`src/rtl/iea_pkg.sv`:
```
// Package with the item types, stage records and post-byte mode codes of the address unit.
`default_nettype none

package iea_pkg;

    localparam logic [3:0] MODE_POST_INC1 = 4'b0000;
    localparam logic [3:0] MODE_POST_INC2 = 4'b0001;
    localparam logic [3:0] MODE_PRE_DEC1  = 4'b0010;
    localparam logic [3:0] MODE_PRE_DEC2  = 4'b0011;
    localparam logic [3:0] MODE_NO_OFS    = 4'b0100;
    localparam logic [3:0] MODE_ACC_B     = 4'b0101;
    localparam logic [3:0] MODE_ACC_A     = 4'b0110;
    localparam logic [3:0] MODE_OFS8      = 4'b1000;
    localparam logic [3:0] MODE_OFS16     = 4'b1001;
    localparam logic [3:0] MODE_ACC_D     = 4'b1011;
    localparam logic [3:0] MODE_PCR8      = 4'b1100;
    localparam logic [3:0] MODE_PCR16     = 4'b1101;

    localparam logic [2:0] CYC_INDIRECT = 3'd3;
    localparam logic [2:0] CYC_MAX      = 3'd7;

    typedef struct packed {
        logic [7:0]  post_byte;
        logic [15:0] offset_word;
        logic [15:0] program_counter;
        logic [7:0]  acc_a;
        logic [7:0]  acc_b;
        logic [15:0] ptr_x;
        logic [15:0] ptr_y;
        logic [15:0] ptr_u;
        logic [15:0] ptr_s;
    } in_item_t;

    typedef struct packed {
        logic [15:0] address;
        logic        indirect;
        logic        pointer_write;
        logic [1:0]  pointer_select;
        logic [15:0] pointer_value;
        logic [1:0]  offset_bytes;
        logic [2:0]  extra_cycles;
        logic        illegal_mode;
    } out_item_t;

    // Flags that ride along unchanged from decode to the output stage.
    typedef struct packed {
        logic        post_inc;
        logic        indirect;
        logic        pointer_write;
        logic [1:0]  pointer_select;
        logic [1:0]  offset_bytes;
        logic [2:0]  extra_cycles;
        logic        illegal_mode;
    } ctrl_t;

    typedef struct packed {
        logic [15:0] base;
        logic [15:0] addend;
        ctrl_t       ctrl;
    } dec_t;

    typedef struct packed {
        logic [15:0] base;
        logic [15:0] sum;
        ctrl_t       ctrl;
    } sum_t;

endpackage

`default_nettype wire

```
`src/rtl/iea_in_if.sv`:
```
// Input channel interface carrying one post-byte with its operand context.
`default_nettype none

interface iea_in_if;
    logic               valid;
    logic               ready;
    iea_pkg::in_item_t  payload;

    modport source (output valid, output payload, input ready);
    modport sink (input valid, input payload, output ready);
endinterface

`default_nettype wire

```
`src/rtl/iea_out_if.sv`:
```
// Output channel interface carrying one effective address result.
`default_nettype none

interface iea_out_if;
    logic               valid;
    logic               ready;
    iea_pkg::out_item_t payload;

    modport source (output valid, output payload, input ready);
    modport sink (input valid, input payload, output ready);
endinterface

`default_nettype wire

```
`src/rtl/iea_decode.sv`:
```
// First stage: post-byte decode, operand selection and cycle count, registered.
`default_nettype none

module iea_decode (
    input  wire logic              clk,
    input  wire logic              rst_n,
    input  wire logic              up_valid,
    output logic                   up_ready,
    input  wire iea_pkg::in_item_t up_item,
    output logic                   dn_valid,
    input  wire logic              dn_ready,
    output iea_pkg::dec_t          dn_item
);

    logic          valid_reg;
    iea_pkg::dec_t item_reg;
    iea_pkg::dec_t item_next;

    always_comb
    begin
        logic [7:0]  pb;
        logic [1:0]  sel;
        logic [15:0] r;
        logic        ind;
        logic        ill;
        logic [2:0]  cyc;
        logic [3:0]  cyc_sum;

        pb  = up_item.post_byte;
        sel = pb[6:5];
        case (sel)
            2'd0:    r = up_item.ptr_x;
            2'd1:    r = up_item.ptr_y;
            2'd2:    r = up_item.ptr_u;
            default: r = up_item.ptr_s;
        endcase
        ind     = pb[7] & pb[4];
        ill     = 1'b0;
        cyc     = 3'd0;
        cyc_sum = 4'd0;

        item_next = '0;
        item_next.base = r;

        if (!pb[7])
        begin
            item_next.addend = {{11{pb[4]}}, pb[4:0]};
            cyc = 3'd1;
        end
        else
        begin
            unique case (pb[3:0])
                iea_pkg::MODE_POST_INC1:
                begin
                    ill = ind;
                    item_next.addend = 16'h0001;
                    item_next.ctrl.post_inc = 1'b1;
                    item_next.ctrl.pointer_write = 1'b1;
                    cyc = 3'd2;
                end
                iea_pkg::MODE_POST_INC2:
                begin
                    item_next.addend = 16'h0002;
                    item_next.ctrl.post_inc = 1'b1;
                    item_next.ctrl.pointer_write = 1'b1;
                    cyc = 3'd3;
                end
                iea_pkg::MODE_PRE_DEC1:
                begin
                    ill = ind;
                    item_next.addend = 16'hFFFF;
                    item_next.ctrl.pointer_write = 1'b1;
                    cyc = 3'd2;
                end
                iea_pkg::MODE_PRE_DEC2:
                begin
                    item_next.addend = 16'hFFFE;
                    item_next.ctrl.pointer_write = 1'b1;
                    cyc = 3'd3;
                end
                iea_pkg::MODE_NO_OFS:
                begin
                    cyc = 3'd0;
                end
                iea_pkg::MODE_ACC_B:
                begin
                    item_next.addend = {{8{up_item.acc_b[7]}}, up_item.acc_b};
                    cyc = 3'd1;
                end
                iea_pkg::MODE_ACC_A:
                begin
                    item_next.addend = {{8{up_item.acc_a[7]}}, up_item.acc_a};
                    cyc = 3'd1;
                end
                iea_pkg::MODE_OFS8:
                begin
                    item_next.addend = {{8{up_item.offset_word[7]}},
                                        up_item.offset_word[7:0]};
                    item_next.ctrl.offset_bytes = 2'd1;
                    cyc = 3'd1;
                end
                iea_pkg::MODE_OFS16:
                begin
                    item_next.addend = up_item.offset_word;
                    item_next.ctrl.offset_bytes = 2'd2;
                    cyc = 3'd4;
                end
                iea_pkg::MODE_ACC_D:
                begin
                    item_next.addend = {up_item.acc_a, up_item.acc_b};
                    cyc = 3'd4;
                end
                iea_pkg::MODE_PCR8:
                begin
                    item_next.base = up_item.program_counter;
                    item_next.addend = {{8{up_item.offset_word[7]}},
                                        up_item.offset_word[7:0]};
                    item_next.ctrl.offset_bytes = 2'd1;
                    cyc = 3'd1;
                end
                iea_pkg::MODE_PCR16:
                begin
                    item_next.base = up_item.program_counter;
                    item_next.addend = up_item.offset_word;
                    item_next.ctrl.offset_bytes = 2'd2;
                    cyc = 3'd5;
                end
                default:
                begin
                    ill = 1'b1;
                end
            endcase
        end

        if (ind)
        begin
            cyc_sum = {1'b0, cyc} + {1'b0, iea_pkg::CYC_INDIRECT};
            cyc = cyc_sum[3] ? iea_pkg::CYC_MAX : cyc_sum[2:0];
        end

        item_next.ctrl.indirect = ind;
        item_next.ctrl.pointer_select = item_next.ctrl.pointer_write ? sel : 2'd0;
        item_next.ctrl.extra_cycles = cyc;

        // An illegal post-byte reports the flag alone, with every other field zero.
        if (ill)
        begin
            item_next = '0;
            item_next.ctrl.illegal_mode = 1'b1;
        end
    end

    assign up_ready = !valid_reg || dn_ready;

    always_ff @(posedge clk or negedge rst_n)
    begin
        if (!rst_n)
        begin
            valid_reg <= 1'b0;
        end
        else if (up_ready)
        begin
            valid_reg <= up_valid;
        end
    end

    always_ff @(posedge clk)
    begin
        if (up_valid && up_ready)
        begin
            item_reg <= item_next;
        end
    end

    assign dn_valid = valid_reg;
    assign dn_item  = item_reg;

endmodule

`default_nettype wire

```
`src/rtl/iea_adder.sv`:
```
// Second stage: the 16-bit address adder, registered.
`default_nettype none

module iea_adder (
    input  wire logic           clk,
    input  wire logic           rst_n,
    input  wire logic           up_valid,
    output logic                up_ready,
    input  wire iea_pkg::dec_t  up_item,
    output logic                dn_valid,
    input  wire logic           dn_ready,
    output iea_pkg::sum_t       dn_item
);

    logic          valid_reg;
    iea_pkg::sum_t item_reg;
    iea_pkg::sum_t item_next;

    always_comb
    begin
        item_next.base = up_item.base;
        item_next.sum  = up_item.base + up_item.addend;
        item_next.ctrl = up_item.ctrl;
    end

    assign up_ready = !valid_reg || dn_ready;

    always_ff @(posedge clk or negedge rst_n)
    begin
        if (!rst_n)
        begin
            valid_reg <= 1'b0;
        end
        else if (up_ready)
        begin
            valid_reg <= up_valid;
        end
    end

    always_ff @(posedge clk)
    begin
        if (up_valid && up_ready)
        begin
            item_reg <= item_next;
        end
    end

    assign dn_valid = valid_reg;
    assign dn_item  = item_reg;

endmodule

`default_nettype wire

```
`src/rtl/iea_result.sv`:
```
// Third stage: address and write-back selection into the output register.
`default_nettype none

module iea_result (
    input  wire logic           clk,
    input  wire logic           rst_n,
    input  wire logic           up_valid,
    output logic                up_ready,
    input  wire iea_pkg::sum_t  up_item,
    output logic                dn_valid,
    input  wire logic           dn_ready,
    output iea_pkg::out_item_t  dn_item
);

    logic               valid_reg;
    iea_pkg::out_item_t item_reg;
    iea_pkg::out_item_t item_next;

    always_comb
    begin
        // Post-increment uses the old pointer; pre-decrement uses the new one.
        item_next.address        = up_item.ctrl.post_inc ? up_item.base : up_item.sum;
        item_next.indirect       = up_item.ctrl.indirect;
        item_next.pointer_write  = up_item.ctrl.pointer_write;
        item_next.pointer_select = up_item.ctrl.pointer_select;
        item_next.pointer_value  = up_item.ctrl.pointer_write ? up_item.sum : 16'd0;
        item_next.offset_bytes   = up_item.ctrl.offset_bytes;
        item_next.extra_cycles   = up_item.ctrl.extra_cycles;
        item_next.illegal_mode   = up_item.ctrl.illegal_mode;
    end

    assign up_ready = !valid_reg || dn_ready;

    always_ff @(posedge clk or negedge rst_n)
    begin
        if (!rst_n)
        begin
            valid_reg <= 1'b0;
        end
        else if (up_ready)
        begin
            valid_reg <= up_valid;
        end
    end

    always_ff @(posedge clk)
    begin
        if (up_valid && up_ready)
        begin
            item_reg <= item_next;
        end
    end

    assign dn_valid = valid_reg;
    assign dn_item  = item_reg;

endmodule

`default_nettype wire

```
`src/rtl/indexed_effective_address_unit.sv`:
```
// Top level of the indexed effective address unit: decode, add and result stages.
//
//   Channel   Direction   Carries
//   req       in          post-byte, offset word, PC, accumulators, four pointers
//   rsp       out         address, indirect, pointer write-back, bytes, cycles, illegal
//
// Each request passes the decode, add and result registers in turn.
// The pipeline takes one request in every cycle while rsp is not stalled;
// its three register stages are decode, 16-bit add and result select.
// Reset clears the stage valid bits only; nothing else needs clearing.
// A stall on rsp holds each full stage in place and back-pressures req stage by stage.
`default_nettype none

module indexed_effective_address_unit (
    input  wire logic  clk,
    input  wire logic  rst_n,
    iea_in_if.sink     req,
    iea_out_if.source  rsp
);

    logic          dec_valid;
    logic          dec_ready;
    iea_pkg::dec_t dec_item;
    logic          sum_valid;
    logic          sum_ready;
    iea_pkg::sum_t sum_item;

    iea_decode u_decode (
        .clk      (clk),
        .rst_n    (rst_n),
        .up_valid (req.valid),
        .up_ready (req.ready),
        .up_item  (req.payload),
        .dn_valid (dec_valid),
        .dn_ready (dec_ready),
        .dn_item  (dec_item)
    );

    iea_adder u_adder (
        .clk      (clk),
        .rst_n    (rst_n),
        .up_valid (dec_valid),
        .up_ready (dec_ready),
        .up_item  (dec_item),
        .dn_valid (sum_valid),
        .dn_ready (sum_ready),
        .dn_item  (sum_item)
    );

    iea_result u_result (
        .clk      (clk),
        .rst_n    (rst_n),
        .up_valid (sum_valid),
        .up_ready (sum_ready),
        .up_item  (sum_item),
        .dn_valid (rsp.valid),
        .dn_ready (rsp.ready),
        .dn_item  (rsp.payload)
    );

endmodule

`default_nettype wire
```
`src/flat_wrapper.sv`:
```
// flat-port wrapper written by rule: the top's interface ports become plain ports
module indexed_effective_address_unit_flat 
  (clk, rst_n, req_valid, req_payload, req_ready, rsp_valid, rsp_payload, rsp_ready);
  iea_in_if req_i ();
  iea_out_if rsp_i ();
  input  wire logic clk;
  input  wire logic rst_n;
  input wire logic [$bits(req_i.valid)-1:0] req_valid;
  input wire logic [$bits(req_i.payload)-1:0] req_payload;
  output wire logic [$bits(req_i.ready)-1:0] req_ready;
  output wire logic [$bits(rsp_i.valid)-1:0] rsp_valid;
  output wire logic [$bits(rsp_i.payload)-1:0] rsp_payload;
  input wire logic [$bits(rsp_i.ready)-1:0] rsp_ready;
  assign req_i.valid = req_valid;
  assign req_i.payload = req_payload;
  assign req_ready = req_i.ready;
  assign rsp_valid = rsp_i.valid;
  assign rsp_payload = rsp_i.payload;
  assign rsp_i.ready = rsp_ready;
  indexed_effective_address_unit u_core (.clk(clk), .rst_n(rst_n), .req(req_i), .rsp(rsp_i));
endmodule
```
`config.mk`:
```
export PLATFORM = sky130hd
export DESIGN_NAME = indexed_effective_address_unit_flat
export DESIGN_NICKNAME = d
export VERILOG_FILES = /design/src/rtl/iea_pkg.sv /design/src/rtl/iea_in_if.sv /design/src/rtl/iea_out_if.sv /design/src/rtl/iea_decode.sv /design/src/rtl/iea_adder.sv /design/src/rtl/iea_result.sv /design/src/rtl/indexed_effective_address_unit.sv /design/src/flat_wrapper.sv
export SDC_FILE = /design/constraint.sdc
export NUM_CORES = 1
export LEC_CHECK = 0
export BUFFER_PORTS_ARGS = -buffer_cell sky130_fd_sc_hd__buf_2
export CAP_MARGIN = 20
export CORE_MARGIN = 2
export CORE_UTILIZATION = 50
export DETAILED_ROUTE_END_ITERATION = 10
export GPL_ROUTABILITY_DRIVEN = 0
export MAX_ROUTING_LAYER = met4
export PLACE_DENSITY = 0.76
export SLEW_MARGIN = 40
export SYNTH_ARGS = -nofsm -noshare
export SYNTH_HDL_FRONTEND = slang
export SYNTH_SLANG_ARGS = --single-unit
export TNS_END_PERCENT = 30
```
`constraint.sdc`:
```
create_clock -name clk -period 5 [get_ports clk]
set_clock_uncertainty 0.15 [all_clocks]
set_input_delay 1 -clock clk [delete_from_list [all_inputs] [get_ports clk]]
set_output_delay 1 -clock clk [all_outputs]
set_load 0.02 [all_outputs]
```
# After elaboration in Yosys (flattened, before gate mapping)
# Index checks and enable logic that the tools add are counted.
# op_classes
addsub	2
mul	0
div	0
n_lt_le_gt_ge	0
n_eq_ne	13
n_shift	0
n_mux	17
bitwise	3
n_reduce_logical	23
# ops
op	count
one-hot mux 16 bit (9 select lines)	1
2-to-1 mux 16 bit	4
one-hot mux 16 bit (3 select lines)	1
equality test 4 bit, second input constant	5
OR reduction 2 bit	9
adder 16 bit	1
one-hot mux 3 bit (5 select lines)	1
equality test 4 x 3 -> 1 bit, second input constant	3
OR reduction 10 bit	1
2-to-1 mux 3 bit	3
equality test 4 x 2 -> 1 bit, second input constant	2
OR reduction 4 bit	2
2-to-1 mux 1 bit	5
adder 3 x 2 -> 4 bit, second input constant	1
equality test 4 x 1 -> 1 bit, second input constant	1
zero test 4 bit	1
one-hot mux 2 bit (2 select lines)	1
logical AND 1 bit	3
zero test 1 bit	3
logical OR 1 bit	3
equality test 2 x 1 -> 1 bit, second input constant	1
equality test 2 bit, second input constant	1
zero test 2 bit	1
inverter 1 bit	2
2 further kinds	2
# totals
reg_bits	131
latch_bits	0
ramBits	0
rom_bits	0
input_bits	124
elab_cells	87
memories	0

# Longest topological paths before layout
# Gate-level depths: netlist (run 1).
# depth
word_depth	7
mapped_depth	8
ltp_nobuf	8

# Modules after synthesis
# Synthesis (run 1) repeated with hierarchy kept, for this count alone.
# hier_totals
hier_cells	478
hier_area_um2	6517.5
# by_module_without_submodules
module	n_inst	cells_per_inst	area_each_um2	seq_area_each_um2
iea_decode	1	252	2800.2	1316.3
iea_adder	1	145	2059.5	1316.3
iea_result	1	81	1657.8	1286.2

# Least setup slack after synthesis (run 1)
# Ideal clock, no wire load.
# synth_path
path_kind	input-to-reg
startpoint	in rsp_ready
endpoint	reg u_core.u_decode.item_reg, in the netlist u_core.u_decode.dn_item[0], enable pin
arrival_time_ps	2354
slack_ps	2091
path_stages	3
path_buffers	0
path_cell_list	nor2b_1 -> nand3_1 -> and2_1
# synth_via
elab_chain_cells	4
# synth_rtl
item	line	source
start, declared	flat_wrapper.sv:13	input wire logic [$bits(rsp_i.ready)-1:0] rsp_ready;
logical OR 1 bit	iea_result.sv:32	assign up_ready = !valid_reg || dn_ready;
logical OR 1 bit	iea_adder.sv:26	assign up_ready = !valid_reg || dn_ready;
logical OR 1 bit	iea_decode.sv:153	assign up_ready = !valid_reg || dn_ready;
via req_ready	flat_wrapper.sv:10	output wire logic [$bits(req_i.ready)-1:0] req_ready;
logical AND 1 bit	iea_decode.sv:169	if (up_valid && up_ready)
end signal, assigned	iea_decode.sv:171	item_reg <= item_next;
end, declared	iea_decode.sv:16	iea_pkg::dec_t item_reg;
# The timed path passes the listed nets, and every way through them passes these cells.
# A chain may end at the register's enable or synchronous reset.

# Worst setup path after layout (run 1)
# layout_path
startpoint	in req_payload[113]
endpoint	reg u_core.u_decode.item_reg, in the netlist u_core.u_decode.dn_item[3], data pin
# layout_via
elab_chain_cells	7
# layout_rtl
item	line	source
start, declared	flat_wrapper.sv:9	input wire logic [$bits(req_i.payload)-1:0] req_payload;
equality test 4 bit (tied with other cells)	iea_decode.sv:52	unique case (pb[3:0])
OR reduction 4 bit (no line) / OR reduction 2 bit (equally long branches)	-	
one-hot mux 3 bit (5 select lines)	iea_decode.sv:52	
2-to-1 mux 3 bit	iea_decode.sv:45	if (!pb[7])
adder 3 x 2 -> 4 bit	iea_decode.sv:137	cyc_sum = {1'b0, cyc} + {1'b0, iea_pkg::CYC_INDIRECT};
2-to-1 mux 3 bit	iea_decode.sv:138	cyc = cyc_sum[3] ? iea_pkg::CYC_MAX : cyc_sum[2:0];
2-to-1 mux 3 bit	iea_decode.sv:135	if (ind)
# Parallel ways exist; a longest one is shown, timed or not.

==> reports/metrics.yaml, run 1 <==
timing:
  max-slew-margin-rel: 0.5429
  achievable-frequency_mhz: 333.4
  unrepaired_setup_endpoints_after_global_routing: "no"
  post-route-period-util: 0.5998
  hold_violations: 0
  timing_max_transition_violations_final: 0
  final_setup_violation_count: 0
  final_period_minus_worst_setup_slack_ns: 2.999
  worst-slew-pin-transition_ns: 0.6849
  totalNegativeSetupSlack_ns: 0
drt:
  route.final.wire_length_um: 14200
  vias_per_cell: 5.718
  detailedRoute.firstIterationViolations: 385
  via_count: 4752
  detail_route.first_pass.iterations: 5
  average_wire_per_standard_cell_um: 17.08
  ant_nets: 0
  route.detailed.drc: 0
setup_path:
  critical_path.endpoint_type: "flip-flop"
  timing_worst_setup_path_type: "in -> reg"
  ff2ff_path_depth: 8
  arrival_ns: 3.04
  critPathRequiredTime_ns: 5.04
  critPathMaxFanout: 15
  crit_path_start_kind: "input pin"
cts:
  post-cts-setup-buffers: 0
  clock_tree_from_tritoncts: "built"
  clock-sinks: 131
  cts_resized: 0
  cts-buffers-inserted: 17
  root_buffer: "sky130_fd_sc_hd__clkbuf_16"
  post_cts_hold_buffer_count: 0
  clk_path_buf_depth: 2
  worst_setup_hold_path_clk_slew_ns: 0.06
  worst_skew_pair.late_latency_ns: 0.41
  h_tree_depth_reported_by_cts: 4
synthesis:
  ys.warnings.count: 0
  async_flop_share: 0.02290
  synth.ff_latch_count: 131
  syn_area_per_cell_um2: 13.27
  synth_edf_count: 128
  netlist-cell-type-count: 53
  ys_seq_area_frac: 0.6102
  ys_dominant_reg_cell: "sky130_fd_sc_hd__edfxtp_1"
  synthCells: 484
  cell_area_after_technology_mapping_um2: 6422
  postSynthNetCount: 625
placed_design:
  hpwl_um: 10620
  place.port_buffers: 167
  dpl_cell_area_um2: 7366
finish:
  areaGrowthSynthToFinish_pct: 23.16
  finish.instance_area_um2: 7910
  post_route_cells_drive_above_1_share: 0.3551
  n_antenna_cell: 0
  multi_input_comb_area_um2: 2351
  sequential_cell_area_um2: 3919
  layout.filler_cells: 956
  fin_nets: 787
floorplan:
  die_width_um: 117.3
  initial_utilization: 0.5110
  fp.dieH_um: 117.3
  dieArea_um2: 13770
  num_rows: 41
  coreArea_um2: 12570
  ios: 168
pwr:
  irDropWorstVdd_mv: 0.1862
  cellPowerDensity_nw_per_um2: 392.0
  static-leakage-power_nw: 3.160
  report.power.total_mw: 3.101
global_route:
  globalRouteTotalUtil: 0.2180
  grt_antenna_before_repair: 0
  grt_max_degree: 44
  grt_pass1_wl_um: 22910
  overflow: 0
  grt_pass1_vias: 4772
flow_run:
  max_cap_viol_count: 0
outcome:
  status: "finished, final reports clean"
worst_hold_path:
  hold_path_class: "in -> async"
## power by group
part	switching, mW	total (mW)	internal (mW)	leakage, nW
clock	0.445	1.12	0.678	0.263
sequential	0.0540	1.44	1.39	1.28
combinational	0.312	0.537	0.225	1.61
## cells in the mapped netlist (2+ instances only)
master | n | area (µm²)
sky130_fd_sc_hd__a21oi_1 | 37 | 185.2
sky130_fd_sc_hd__mux2_2 | 16 | 180.2
sky130_fd_sc_hd__o22ai_1 | 4 | 25.02
sky130_fd_sc_hd__nor2b_1 | 7 | 43.79
sky130_fd_sc_hd__o211ai_1 | 2 | 15.01
sky130_fd_sc_hd__a21o_1 | 10 | 75.07
sky130_fd_sc_hd__mux4_2 | 16 | 360.4
sky130_fd_sc_hd__edfxtp_1 | 128 | 3844
sky130_fd_sc_hd__and3_1 | 2 | 12.51
sky130_fd_sc_hd__nand3_1 | 6 | 30.03
sky130_fd_sc_hd__xnor2_1 | 6 | 52.55
sky130_fd_sc_hd__a211oi_1 | 5 | 37.54
sky130_fd_sc_hd__ha_1 | 16 | 200.2
sky130_fd_sc_hd__and2_1 | 22 | 137.6
sky130_fd_sc_hd__nor2_1 | 19 | 71.32
sky130_fd_sc_hd__o31a_1 | 3 | 26.28
sky130_fd_sc_hd__a22o_1 | 8 | 70.07
sky130_fd_sc_hd__nor3_1 | 8 | 40.04
sky130_fd_sc_hd__nand2_1 | 48 | 180.2
sky130_fd_sc_hd__nand2b_1 | 8 | 50.05
sky130_fd_sc_hd__dfrtp_1 | 3 | 75.07
sky130_fd_sc_hd__o21ai_0 | 24 | 120.1
sky130_fd_sc_hd__inv_1 | 11 | 41.29
sky130_fd_sc_hd__a221oi_1 | 2 | 17.52
sky130_fd_sc_hd__o31ai_1 | 2 | 15.01
sky130_fd_sc_hd__buf_2 | 10 | 50.05
sky130_fd_sc_hd__a222oi_1 | 6 | 60.06
sky130_fd_sc_hd__a31oi_1 | 4 | 25.02
sky130_fd_sc_hd__a211o_1 | 3 | 26.28
sky130_fd_sc_hd__o21a_1 | 8 | 60.06
sky130_fd_sc_hd__nand3b_1 | 4 | 30.03
sky130_fd_sc_hd__xor2_1 | 4 | 35.03
sky130_fd_sc_hd__clkbuf_1 | 11 | 41.29
sky130_fd_sc_hd__o311ai_0 | 2 | 17.52
## metal layers
metal,GRT usage,routed length [µm],up-vias
li1,-,-,2201
met1,0.2667,5737,2211
met2,0.3447,6733,291
met3,0.05010,1214,49
met4,0.1062,512,0
met5,-,0,-
## placed cells by master (no fill, tap or decap), types with 8 or more instances in the layout
cell type                   netlist  layout
sky130_fd_sc_hd__a21o_1          10      10
sky130_fd_sc_hd__a21oi_1         37      37
sky130_fd_sc_hd__a22o_1           8       8
sky130_fd_sc_hd__and2_1          22      19
sky130_fd_sc_hd__buf_2           10     167
sky130_fd_sc_hd__clkbuf_16        0      17
sky130_fd_sc_hd__edfxtp_1       128     128
sky130_fd_sc_hd__ha_1            16      16
sky130_fd_sc_hd__inv_1           11      11
sky130_fd_sc_hd__mux2_2          16      16
sky130_fd_sc_hd__mux4_2          16      16
sky130_fd_sc_hd__nand2_1         48      48
sky130_fd_sc_hd__nand2b_1         8       8
sky130_fd_sc_hd__nor2_1          19      19
sky130_fd_sc_hd__nor3_1           8       8
sky130_fd_sc_hd__o21a_1           8       8
sky130_fd_sc_hd__o21ai_0         24      24
## through the flow
| stage | std cells | hold WS [ns] | util | setup slack [ns] |
|---|---|---|---|---|
| finish | 831 | 0.2241 | 0.6294 | 2.001 |
| detailed placement | 799 | 0.2545 | 0.5861 | 1.632 |
| global route | 831 | 0.2142 | 0.6294 | 1.821 |
| global placement | 799 | 0.2526 | 0.5858 | 1.852 |
| CTS | 831 | 0.2158 | 0.6294 | 2.061 |
| floorplan | 484 | 0.2503 | - | 2.092 |
## layout make-up
cell class | count | share of cell area
Multi-Input combinational cell | 317 | 0.2972
Clock inverter | 14 | 0.01455
Inverter | 12 | 0.005694
Clock buffer | 18 | 0.05426
Sequential cell | 131 | 0.4954
Timing Repair Buffer | 167 | 0.1057
Tap cell | 172 | 0.02721
## critical path, cell delays in order
cell	delay (ns)
sky130_fd_sc_hd__buf_2	0.17
sky130_fd_sc_hd__inv_1	0.34
sky130_fd_sc_hd__nor2_1	0.23
sky130_fd_sc_hd__a21o_1	0.23
sky130_fd_sc_hd__a221oi_1	0.34
sky130_fd_sc_hd__ha_1	0.25
sky130_fd_sc_hd__nor3_1	0.06
sky130_fd_sc_hd__a2111oi_1	0.41
## registers in the layout, summed over array words and instances (netlist names)
register                  cells
u_core.u_decode.dn_valid      1
u_core.u_result.dn_item      42
u_core.u_result.dn_valid      1
u_core.u_adder.dn_item       43
u_core.u_adder.dn_valid       1
u_core.u_decode.dn_item      43
## final timing paths
kind / startpoint / to / slack, ns
min: rst_n / u_core.u_result.dn_valid$_DFFE_PN0P_ / 0.22
min reg2reg: u_core.u_decode.dn_item[5]$_SDFFCE_PP0P_ / u_core.u_adder.dn_item[5]$_DFFE_PP_ / 0.26
max: req_payload[113] / u_core.u_decode.dn_item[3]$_SDFFCE_PP0P_ / 2.00
max in group asynchronous: rst_n / u_core.u_decode.dn_valid$_DFFE_PN0N_ / 4.37
min in group clk: u_core.u_decode.dn_item[5]$_SDFFCE_PP0P_ / u_core.u_adder.dn_item[5]$_DFFE_PP_ / 0.26
max reg2reg: u_core.u_decode.dn_item[27]$_SDFFCE_PP0P_ / u_core.u_adder.dn_item[25]$_DFFE_PP_ / 2.19
## cell families (layout without fill, tap and decap cells)
logic type / Yosys count / after routing / share of synthesized area
flip-flops: 131 / 131 / 0.6102
multiplexers: 32 / 32 / 0.08416
AND/OR/NAND/NOR: 131 / 131 / 0.1015
AO/OA/AOI/OAI: 127 / 127 / 0.1313
XOR/XNOR: 10 / 10 / 0.01364
adder cells (fa/ha/maj): 17 / 17 / 0.03429
buffers and inverters: 36 / 211 / 0.02494
(Power assumes the default switching activity.)
==> run 2, diff against run 1 <==
--- a/config.mk
+++ b/config.mk
@@ -5,6 +5,7 @@
 export SDC_FILE = /design/constraint.sdc
 export NUM_CORES = 1
 export LEC_CHECK = 0
+export ABC_AREA = 1
 export BUFFER_PORTS_ARGS = -buffer_cell sky130_fd_sc_hd__buf_2
 export CAP_MARGIN = 20
 export CORE_MARGIN = 2
@@ -12,7 +13,7 @@
 export DETAILED_ROUTE_END_ITERATION = 10
 export GPL_ROUTABILITY_DRIVEN = 0
 export MAX_ROUTING_LAYER = met4
-export PLACE_DENSITY = 0.76
+export PLACE_DENSITY = 0.75
 export SLEW_MARGIN = 40
 export SYNTH_ARGS = -nofsm -noshare
 export SYNTH_HDL_FRONTEND = slang
==> constraint.sdc (replaced) <==
create_clock -name clk -period 2.99 [get_ports clk]
set_clock_uncertainty 0.15 [all_clocks]
set_input_delay 0.598 -clock clk [delete_from_list [all_inputs] [get_ports clk]]
set_output_delay 0.598 -clock clk [all_outputs]
set_load 0.02 [all_outputs]
==> reports/metrics.yaml, run 2 <==
synthesis:
  syn_area_per_cell_um2: 9.094  # -31%
  ys_seq_area_frac: 0.5604  # -0.04978
  synth_top_area_share: 0.5497  # -0.04883
  synth_top_family_by_area: "simple AND/OR/NAND/NOR gates"
  synthMuxAreaShare: 0.02576  # -0.05840
  yosys-top-cells-count: "sky130_fd_sc_hd__nand2_1 (270), sky130_fd_sc_hd__edfxtp_1 (128), sky130_fd_sc_hd__inv_1 (88)"
  synthCells: 769  # +59%
  postSynthNetCount: 910  # +46%
  synth_adder_area_share: 0.03149  # -0.002798
  yosysMostFrequentCell: "sky130_fd_sc_hd__nand2_1"
  netlist-cell-type-count: 34  # -36%
  ys.warnings.count: 0  # unchanged
  synth_simple_gate_area_frac: 0.2802  # +0.1787
  cell_area_after_technology_mapping_um2: 6993  # +8.9%
  synthDominantAreaCellType: "sky130_fd_sc_hd__edfxtp_1"
  synth.ff_latch_count: 131  # unchanged
  ys_dominant_reg_cell: "sky130_fd_sc_hd__edfxtp_1"
  synth_compound_area_frac: 0.02344  # -0.1079
  synth_xor_area_frac: 0.01002  # -0.003618
  synth_area_leaders: "sky130_fd_sc_hd__edfxtp_1 (55%), sky130_fd_sc_hd__nand2_1 (14%), sky130_fd_sc_hd__nand3_1 (5.3%), sky130_fd_sc_hd__inv_1 (4.7%), sky130_fd_sc_hd__nor2_1 (3.8%)"
  async_flop_share: 0.02290  # unchanged
  synth_edf_count: 128  # unchanged
timing:
  max-slew-margin-rel: 0.5040  # -0.03895
  unrepaired_setup_endpoints_after_global_routing: "no"
  timing.final.ws_setup_ns: 0.7664  # -1.234 ns
  hold_slack_ns: 0.2624  # +0.03828 ns
  totalNegativeSetupSlack_ns: 0  # unchanged
  post-route-period-util: 0.7437
  achievable-frequency_mhz: 449.7
  final_setup_violation_count: 0  # unchanged
  worst-slew-pin-transition_ns: 0.7440  # +0.05916 ns
  hold_violations: 0  # unchanged
  final_period_minus_worst_setup_slack_ns: 2.224
  timing_max_transition_violations_final: 0  # unchanged
pwr:
  cellPowerDensity_nw_per_um2: 700.0  # +79%
  seqPwrFrac: 0.442  # -0.023
  combPwrFrac: 0.212  # +0.039
  static-leakage-power_nw: 4.269  # +35%
  report.power.total_mw: 6.010  # +94%
  power.share.switching: 0.2892  # +0.02775
  power.net_switching_mw: 1.738  # +110%
  irDropWorstVdd_mv: 0.3735  # +100%
  power.internal_mw: 4.272  # +87%
  clock_power_share: 0.346  # -0.016
worst_hold_path:
  hold_path_startpoint: "req_valid"
  hold_depth: 3
  hold-path-endpoint: "u_core.u_decode.dn_valid$_DFFE_PN0N_"
  hold_path_class: "in -> reg"
floorplan:
  num_rows: 43  # +4.9%
  initial_utilization: 0.5077  # -0.003279
  coreArea_um2: 13770  # +9.6%
  dieArea_um2: 14950  # +8.6%
  ios: 168  # unchanged
  die_width_um: 122.3  # +4.2%
  fp.dieH_um: 122.3  # +4.2%
global_route:
  grt_antenna_before_repair: 0  # unchanged
  grt_max_degree: 44  # unchanged
  grt_pass1_vias: 5352  # +12%
  grt_pass1_wl_um: 25470  # +11%
  overflow: 0  # unchanged
  globalRouteTotalUtil: 0.2296  # +0.01155
drt:
  met2_length_um: 7626  # +13%
  route.final.wire_length_um: 15650  # +10%
  detail_route.first_pass.iterations: 5  # unchanged
  routed.top_layer: "met4"
  via_count: 5600  # +18%
  wl_met3_um: 1044  # -14%
  average_wire_per_standard_cell_um: 13.82  # -19%
  route.detailed.drc: 0  # unchanged
  met1_length_um: 6634  # +16%
  detailedRoute.firstIterationViolations: 403  # +4.7%
  ant_nets: 0  # unchanged
  vias_per_cell: 4.947  # -13%
cts:
  cts-buffers-inserted: 17  # unchanged
  worst_skew_pair.late_latency_ns: 0.41  # about the same
  root_buffer: "sky130_fd_sc_hd__clkbuf_16"
  h_tree_depth_reported_by_cts: 4  # unchanged
  clock_tree_from_tritoncts: "built"
  post-cts-setup-buffers: 0  # unchanged
  cts_resized: 0  # unchanged
  clk_path_buf_depth: 2  # unchanged
  worst_setup_hold_path_clk_slew_ns: 0.06  # about the same
  clock-sinks: 131  # unchanged
setup_path:
  worst_r2r_startpoint: "u_core.u_decode.dn_item[27]$_SDFFCE_PP0P_"
  timing.reg2reg.setup_slack_ns: 0.77  # -1.42 ns
  critical_path.endpoint_type: "flip-flop"
  cp_slowest_stage_delay_ns: 0.46  # +0.05 ns
  cp_slowest_cell: "sky130_fd_sc_hd__fa_1"
  reg2reg_to: "u_core.u_adder.dn_item[23]$_DFFE_PP_"
  worst_path_most_repeated_cell: "sky130_fd_sc_hd__nand3_1"
  arrival_ns: 2.24  # -0.80 ns
  crit_path_cell_trace: "ha_1 -> inv_1 -> fa_1 -> inv_1 -> nand3_1 -> nand3_1 -> nand3_1 -> nand4_1 -> nand2_1"
  timing_worst_setup_path_type: "reg -> reg"
  critPathRequiredTime_ns: 3.00  # -2.04 ns
  critPathMaxFanout: 4  # -11
  ff2ff_path_depth: 9  # +1
  crit_path_start_kind: "flip-flop"
placed_design:
  dp.cells: 1099  # +38%
  post-place-ws_ns: 0.6341  # -0.9978 ns
  hpwl_um: 12030  # +13%
  place.port_buffers: 167  # unchanged
  dpl_cell_area_um2: 7969  # +8.2%
outcome:
  status: "finished, final reports clean"
finish:
  finish.instance_area_um2: 8586  # +8.5%
  layout.filler_cells: 1187  # +24%
  n_antenna_cell: 0  # unchanged
  final_core_utilization: 0.6234  # -0.006003
  final_non_filler_cell_total: 1132  # +36%
  areaGrowthSynthToFinish_pct: 22.78
  post_route_cells_drive_above_1_share: 0.2658  # -0.08933
  commonest_non_fill_non_tap_cells_in_the_layout: "sky130_fd_sc_hd__nand2_1 (270), sky130_fd_sc_hd__buf_2 (167), sky130_fd_sc_hd__edfxtp_1 (128)"
  fin_nets: 1080  # +37%
  final_common_cell: "sky130_fd_sc_hd__nand2_1"
flow_run:
  max_cap_viol_count: 0  # unchanged
## run 2: cell types whose count changed in the layout (fill, tap and decap cells not counted), sizes merged, moves of 10 or more
| cell | change |
|---|---|
| nand2 | +238 |
| nor2 | +56 |
| and2 | -21 |
| nand3 | +73 |
| a21oi | -24 |
| a21o | -10 |
| mux4 | -16 |
| inv | +81 |
## run 2: power groups by stage
stage	sequential (mW)	clock, mW	combinational [mW]
after global routing	2.70	2.21	1.42
after floorplan	2.83	0	0.703
final	2.66	2.08	1.27
after global placement	2.69	0	1.25
after CTS	2.66	2.11	1.28
after detailed placement	2.69	0	1.27
## run 2: kinds of logic (layout without fill, tap and decap cells)
group,count (synthesis),after routing
muxes,16,16
AOI/OAI and AO/OA,32,32
xor gates and xnor gates,8,8
buffers and inverters,113,296
adders and majority gates,17,17
and+or+nand+nor,452,452
DFF,131,131
## run 2: how the worst max path moves through the flow
stage                                                    startpoint                                        end  slack, ns  cells after the start
after CTS                 u_core.u_decode.dn_item[27]$_SDFFCE_PP0P_       u_core.u_adder.dn_item[23]$_DFFE_PP_       0.79                      9
after global placement                             req_payload[115]  u_core.u_decode.dn_item[40]$_SDFFCE_PP0P_       0.68                      8
after global routing      u_core.u_decode.dn_item[27]$_SDFFCE_PP0P_       u_core.u_adder.dn_item[23]$_DFFE_PP_       0.62                      9
final                     u_core.u_decode.dn_item[27]$_SDFFCE_PP0P_       u_core.u_adder.dn_item[23]$_DFFE_PP_       0.77                      9
after floorplan                                           rsp_ready       u_core.u_result.dn_item[0]$_DFFE_PP_       0.54                      2
after detailed placement                           req_payload[115]  u_core.u_decode.dn_item[39]$_SDFFCE_PP0P_       0.63                      8
## run 2: worst max-delay path, delay by kind of cell (launching register included)
family,cells,cell delay [ns]
flops,1,0.43
buf+inv,2,0.19
fa+ha+maj,2,0.71
simple gates,5,0.49
## run 2: metal layers
metal,track usage,vias to the layer above
met5,-,-
met4,0.08477,0
met3,0.04089,28
met2,0.3660,262
met1,0.2960,2454
li1,-,2856
## run 2: layout make-up
class / count / area [µm²] / area share
tap: 180 / 225.2 / 0.02623
inverter: 91 / 344.1 / 0.04008
sequential: 131 / 3919 / 0.4564
clock inverter: 15 / 181.4 / 0.02113
multi-input combinational: 525 / 2608 / 0.3037
clock buffer: 17 / 425.4 / 0.04955
timing repair buffer: 173 / 883.3 / 0.1029
## run 2: what timing repair did
action,CTS,global route
hold buffers,1,0
hold endpoints to repair,3,0
setup endpoints to repair,0,0
==> run 3, diff against run 2 <==
--- a/config.mk
+++ b/config.mk
@@ -5,7 +5,7 @@
 export SDC_FILE = /design/constraint.sdc
 export NUM_CORES = 1
 export LEC_CHECK = 0
-export ABC_AREA = 1
+export ABC_AREA = 0
 export BUFFER_PORTS_ARGS = -buffer_cell sky130_fd_sc_hd__buf_2
 export CAP_MARGIN = 20
 export CORE_MARGIN = 2
@@ -13,7 +13,7 @@
 export DETAILED_ROUTE_END_ITERATION = 10
 export GPL_ROUTABILITY_DRIVEN = 0
 export MAX_ROUTING_LAYER = met4
-export PLACE_DENSITY = 0.75
+export PLACE_DENSITY = 0.76
 export SLEW_MARGIN = 40
 export SYNTH_ARGS = -nofsm -noshare
 export SYNTH_HDL_FRONTEND = slang
==> constraint.sdc (replaced) <==
create_clock -name clk -period 2.1 [get_ports clk]
set_clock_uncertainty 0.15 [all_clocks]
set_input_delay 0.42 -clock clk [delete_from_list [all_inputs] [get_ports clk]]
set_output_delay 0.42 -clock clk [all_outputs]
set_load 0.02 [all_outputs]
==> reports/metrics.yaml, run 3 (synthesized netlist as in run 1, its figures left out) <==
finish:
  post_route_cells_drive_above_1_share: 0.4254  # +0.1596
  n_antenna_cell: 0  # unchanged
  finish.instance_area_um2: 8466  # -1.4%
  fin_nets: 838  # -22%
  final_common_cell: "sky130_fd_sc_hd__buf_2"
  final_non_filler_cell_total: 882  # -22%
  areaGrowthSynthToFinish_pct: 31.81
  final_core_utilization: 0.6736  # +0.05020
  commonest_non_fill_non_tap_cells_in_the_layout: "sky130_fd_sc_hd__buf_2 (167), sky130_fd_sc_hd__edfxtp_1 (128), sky130_fd_sc_hd__nand2_1 (48)"
  layout.filler_cells: 908  # -24%
cts:
  worst_setup_hold_path_clk_slew_ns: 0.06  # about the same
  cts-buffers-inserted: 17  # unchanged
  worst_skew_pair.late_latency_ns: 0.42  # about the same
  clock-sinks: 131  # unchanged
  h_tree_depth_reported_by_cts: 4  # unchanged
  clock_tree_from_tritoncts: "built"
  clk_path_buf_depth: 2  # unchanged
  root_buffer: "sky130_fd_sc_hd__clkbuf_16"
setup_path:
  critPathRequiredTime_ns: 2.18  # -0.82 ns
  timing_worst_setup_path_type: "reg -> reg"
  critPathMaxFanout: 7  # +3
  critical_path.endpoint_type: "flip-flop"
  arrival_ns: 2.51  # +0.27 ns
  crit_path_start_kind: "flip-flop"
  timing.reg2reg.setup_slack_ns: -0.33  # -1.09 ns
drt:
  via_count: 4950  # -12%
  vias_per_cell: 5.612  # +13%
  route.detailed.drc: 0  # unchanged
  detailedRoute.firstIterationViolations: 432  # +7.2%
  ant_nets: 0  # unchanged
  average_wire_per_standard_cell_um: 17.13  # +24%
  route.final.wire_length_um: 15110  # -3.4%
  detail_route.first_pass.iterations: 7  # +2
pwr:
  static-leakage-power_nw: 3.455  # -19%
  irDropWorstVdd_mv: 0.5450  # +46%
  cellPowerDensity_nw_per_um2: 925.1  # +32%
placed_design:
  hpwl_um: 11330  # -5.8%
  dp.cells: 847  # -23%
  dpl_cell_area_um2: 7775  # -2.4%
  place.port_buffers: 167  # unchanged
timing:
  achievable-frequency_mhz: 411.9  # -8.4%
  post-route-period-util: 1.156  # +0.4125
  final_period_minus_worst_setup_slack_ns: 2.428  # +0.2044 ns
  totalNegativeSetupSlack_ns: -1.308  # -1.308 ns
  hold_violations: 0  # unchanged
  final_setup_violation_count: 9  # +9
  max-slew-margin-rel: 0.6278  # +0.1238
  hold_slack_ns: 0.07269  # -0.1897 ns
  worst-slew-pin-transition_ns: 0.5525  # -0.1915 ns
  unrepaired_setup_endpoints_after_global_routing: "yes"
  timing.final.ws_setup_ns: -0.3280  # -1.094 ns
  timing_max_transition_violations_final: 0  # unchanged
global_route:
  grt_pass1_wl_um: 24750  # -2.8%
  grt_antenna_before_repair: 0  # unchanged
  globalRouteTotalUtil: 0.2367  # +0.007113
  overflow: 0  # unchanged
  grt_pass1_vias: 5008  # -6.4%
  grt_max_degree: 44  # unchanged
floorplan:
  fp.dieH_um: 117.3  # -4.0%
  num_rows: 41  # -4.7%
  die_width_um: 117.3  # -4.0%
  ios: 168  # unchanged
  initial_utilization: 0.5110  # +0.003279
  coreArea_um2: 12570  # -8.7%
  dieArea_um2: 13770  # -7.9%
worst_hold_path:
  hold_path_class: "in -> reg"
outcome:
  violations: "negative setup slack"
  status: "finished with violations"
flow_run:
  max_cap_viol_count: 0  # unchanged
==> run 3: changes by cell type in the layout (fill, tap and decap cells not counted), moves of 8 or more <==
cell / change
sky130_fd_sc_hd__a21oi_1: +24
sky130_fd_sc_hd__buf_4: +41
sky130_fd_sc_hd__inv_1: -78
sky130_fd_sc_hd__nand2b_1: +8
sky130_fd_sc_hd__mux4_2: +16
sky130_fd_sc_hd__nor2_1: -51
sky130_fd_sc_hd__a21o_1: +10
sky130_fd_sc_hd__nand2_1: -222
sky130_fd_sc_hd__nand2_2: -14
sky130_fd_sc_hd__a22o_1: +8
sky130_fd_sc_hd__nand3_1: -68
sky130_fd_sc_hd__o21a_1: +8
sky130_fd_sc_hd__and2_1: +18
==> run 3: routing by layer <==
layer / global-route usage / wire length [µm] / vias to the layer above
met5: - / 0 / -
li1: - / - / 2312
met1: 0.2874 / 5963 / 2269
met3: 0.05788 / 1259 / 52
met2: 0.3776 / 7324 / 317
met4: 0.1077 / 561 / 0
==> run 3: path summary, 6_finish.rpt <==
path,to,startpoint,cells past startpoint
setup / recovery,u_core.u_adder.dn_item[25]$_DFFE_PP_,u_core.u_decode.dn_item[27]$_SDFFCE_PP0P_,8
hold / removal,u_core.u_decode.dn_valid$_DFFE_PN0N_,req_valid,2
setup reg to reg,u_core.u_adder.dn_item[25]$_DFFE_PP_,u_core.u_decode.dn_item[27]$_SDFFCE_PP0P_,8
hold reg to reg,u_core.u_adder.dn_item[10]$_DFFE_PP_,u_core.u_decode.dn_item[10]$_SDFFCE_PP0P_,0
max in group asynchronous,u_core.u_decode.dn_valid$_DFFE_PN0N_,rst_n,2
min in group asynchronous,u_core.u_result.dn_valid$_DFFE_PN0P_,rst_n,2
==> run 3: repair_timing <==
| item | CTS | global route |
|---|---|---|
| gates cloned | 0 | 0 |
| resized for setup | 11 | 8 |
| pin swaps | 4 | 3 |
| endpoints found under the setup margin | 9 | 9 |
| endpoints found under the hold margin | 3 | 0 |
| setup buffers | 2 | 0 |
| hold buffers | 1 | 0 |
==> run 3: through the flow <==
stage	total power, mW	worst slack [ns]
floorplan	4.318	-0.1857
global placement	4.819	-0.1675
detailed placement	4.880	-0.2806
CTS	7.815	-0.2451
global route	8.163	-0.3785
finish	7.832	-0.3280
==> run 3: area by class of cell <==
cell class / instances / area [µm²] / area share
Clock inverter: 15 / 172.7 / 0.02040
Tap cell: 172 / 215.2 / 0.02542
Clock buffer: 17 / 425.4 / 0.05025
Timing Repair Buffer: 218 / 1271 / 0.1502
Multi-Input combinational cell: 317 / 2417 / 0.2855
Sequential cell: 131 / 3919 / 0.4629
Inverter: 12 / 45.04 / 0.005321
==> run 3: worst max-delay path: stages (launching register included) <==
cell and delay [ns]:
sky130_fd_sc_hd__edfxtp_1 0.41, sky130_fd_sc_hd__ha_2 0.21, sky130_fd_sc_hd__inv_2 0.07, sky130_fd_sc_hd__fa_2 0.23
sky130_fd_sc_hd__nor2b_2 0.06, sky130_fd_sc_hd__o31a_1 0.27, sky130_fd_sc_hd__o31a_1 0.34, sky130_fd_sc_hd__a2111o_1 0.41
sky130_fd_sc_hd__o311ai_2 0.09
==> run 3: report_power, final <==
group | internal [mW] | switching, mW | leakage [nW]
sequential | 3.30 | 0.118 | 1.28
clock | 1.78 | 1.14 | 0.288
combinational | 0.673 | 0.825 | 1.88
total | 5.75 | 2.08 | 3.46
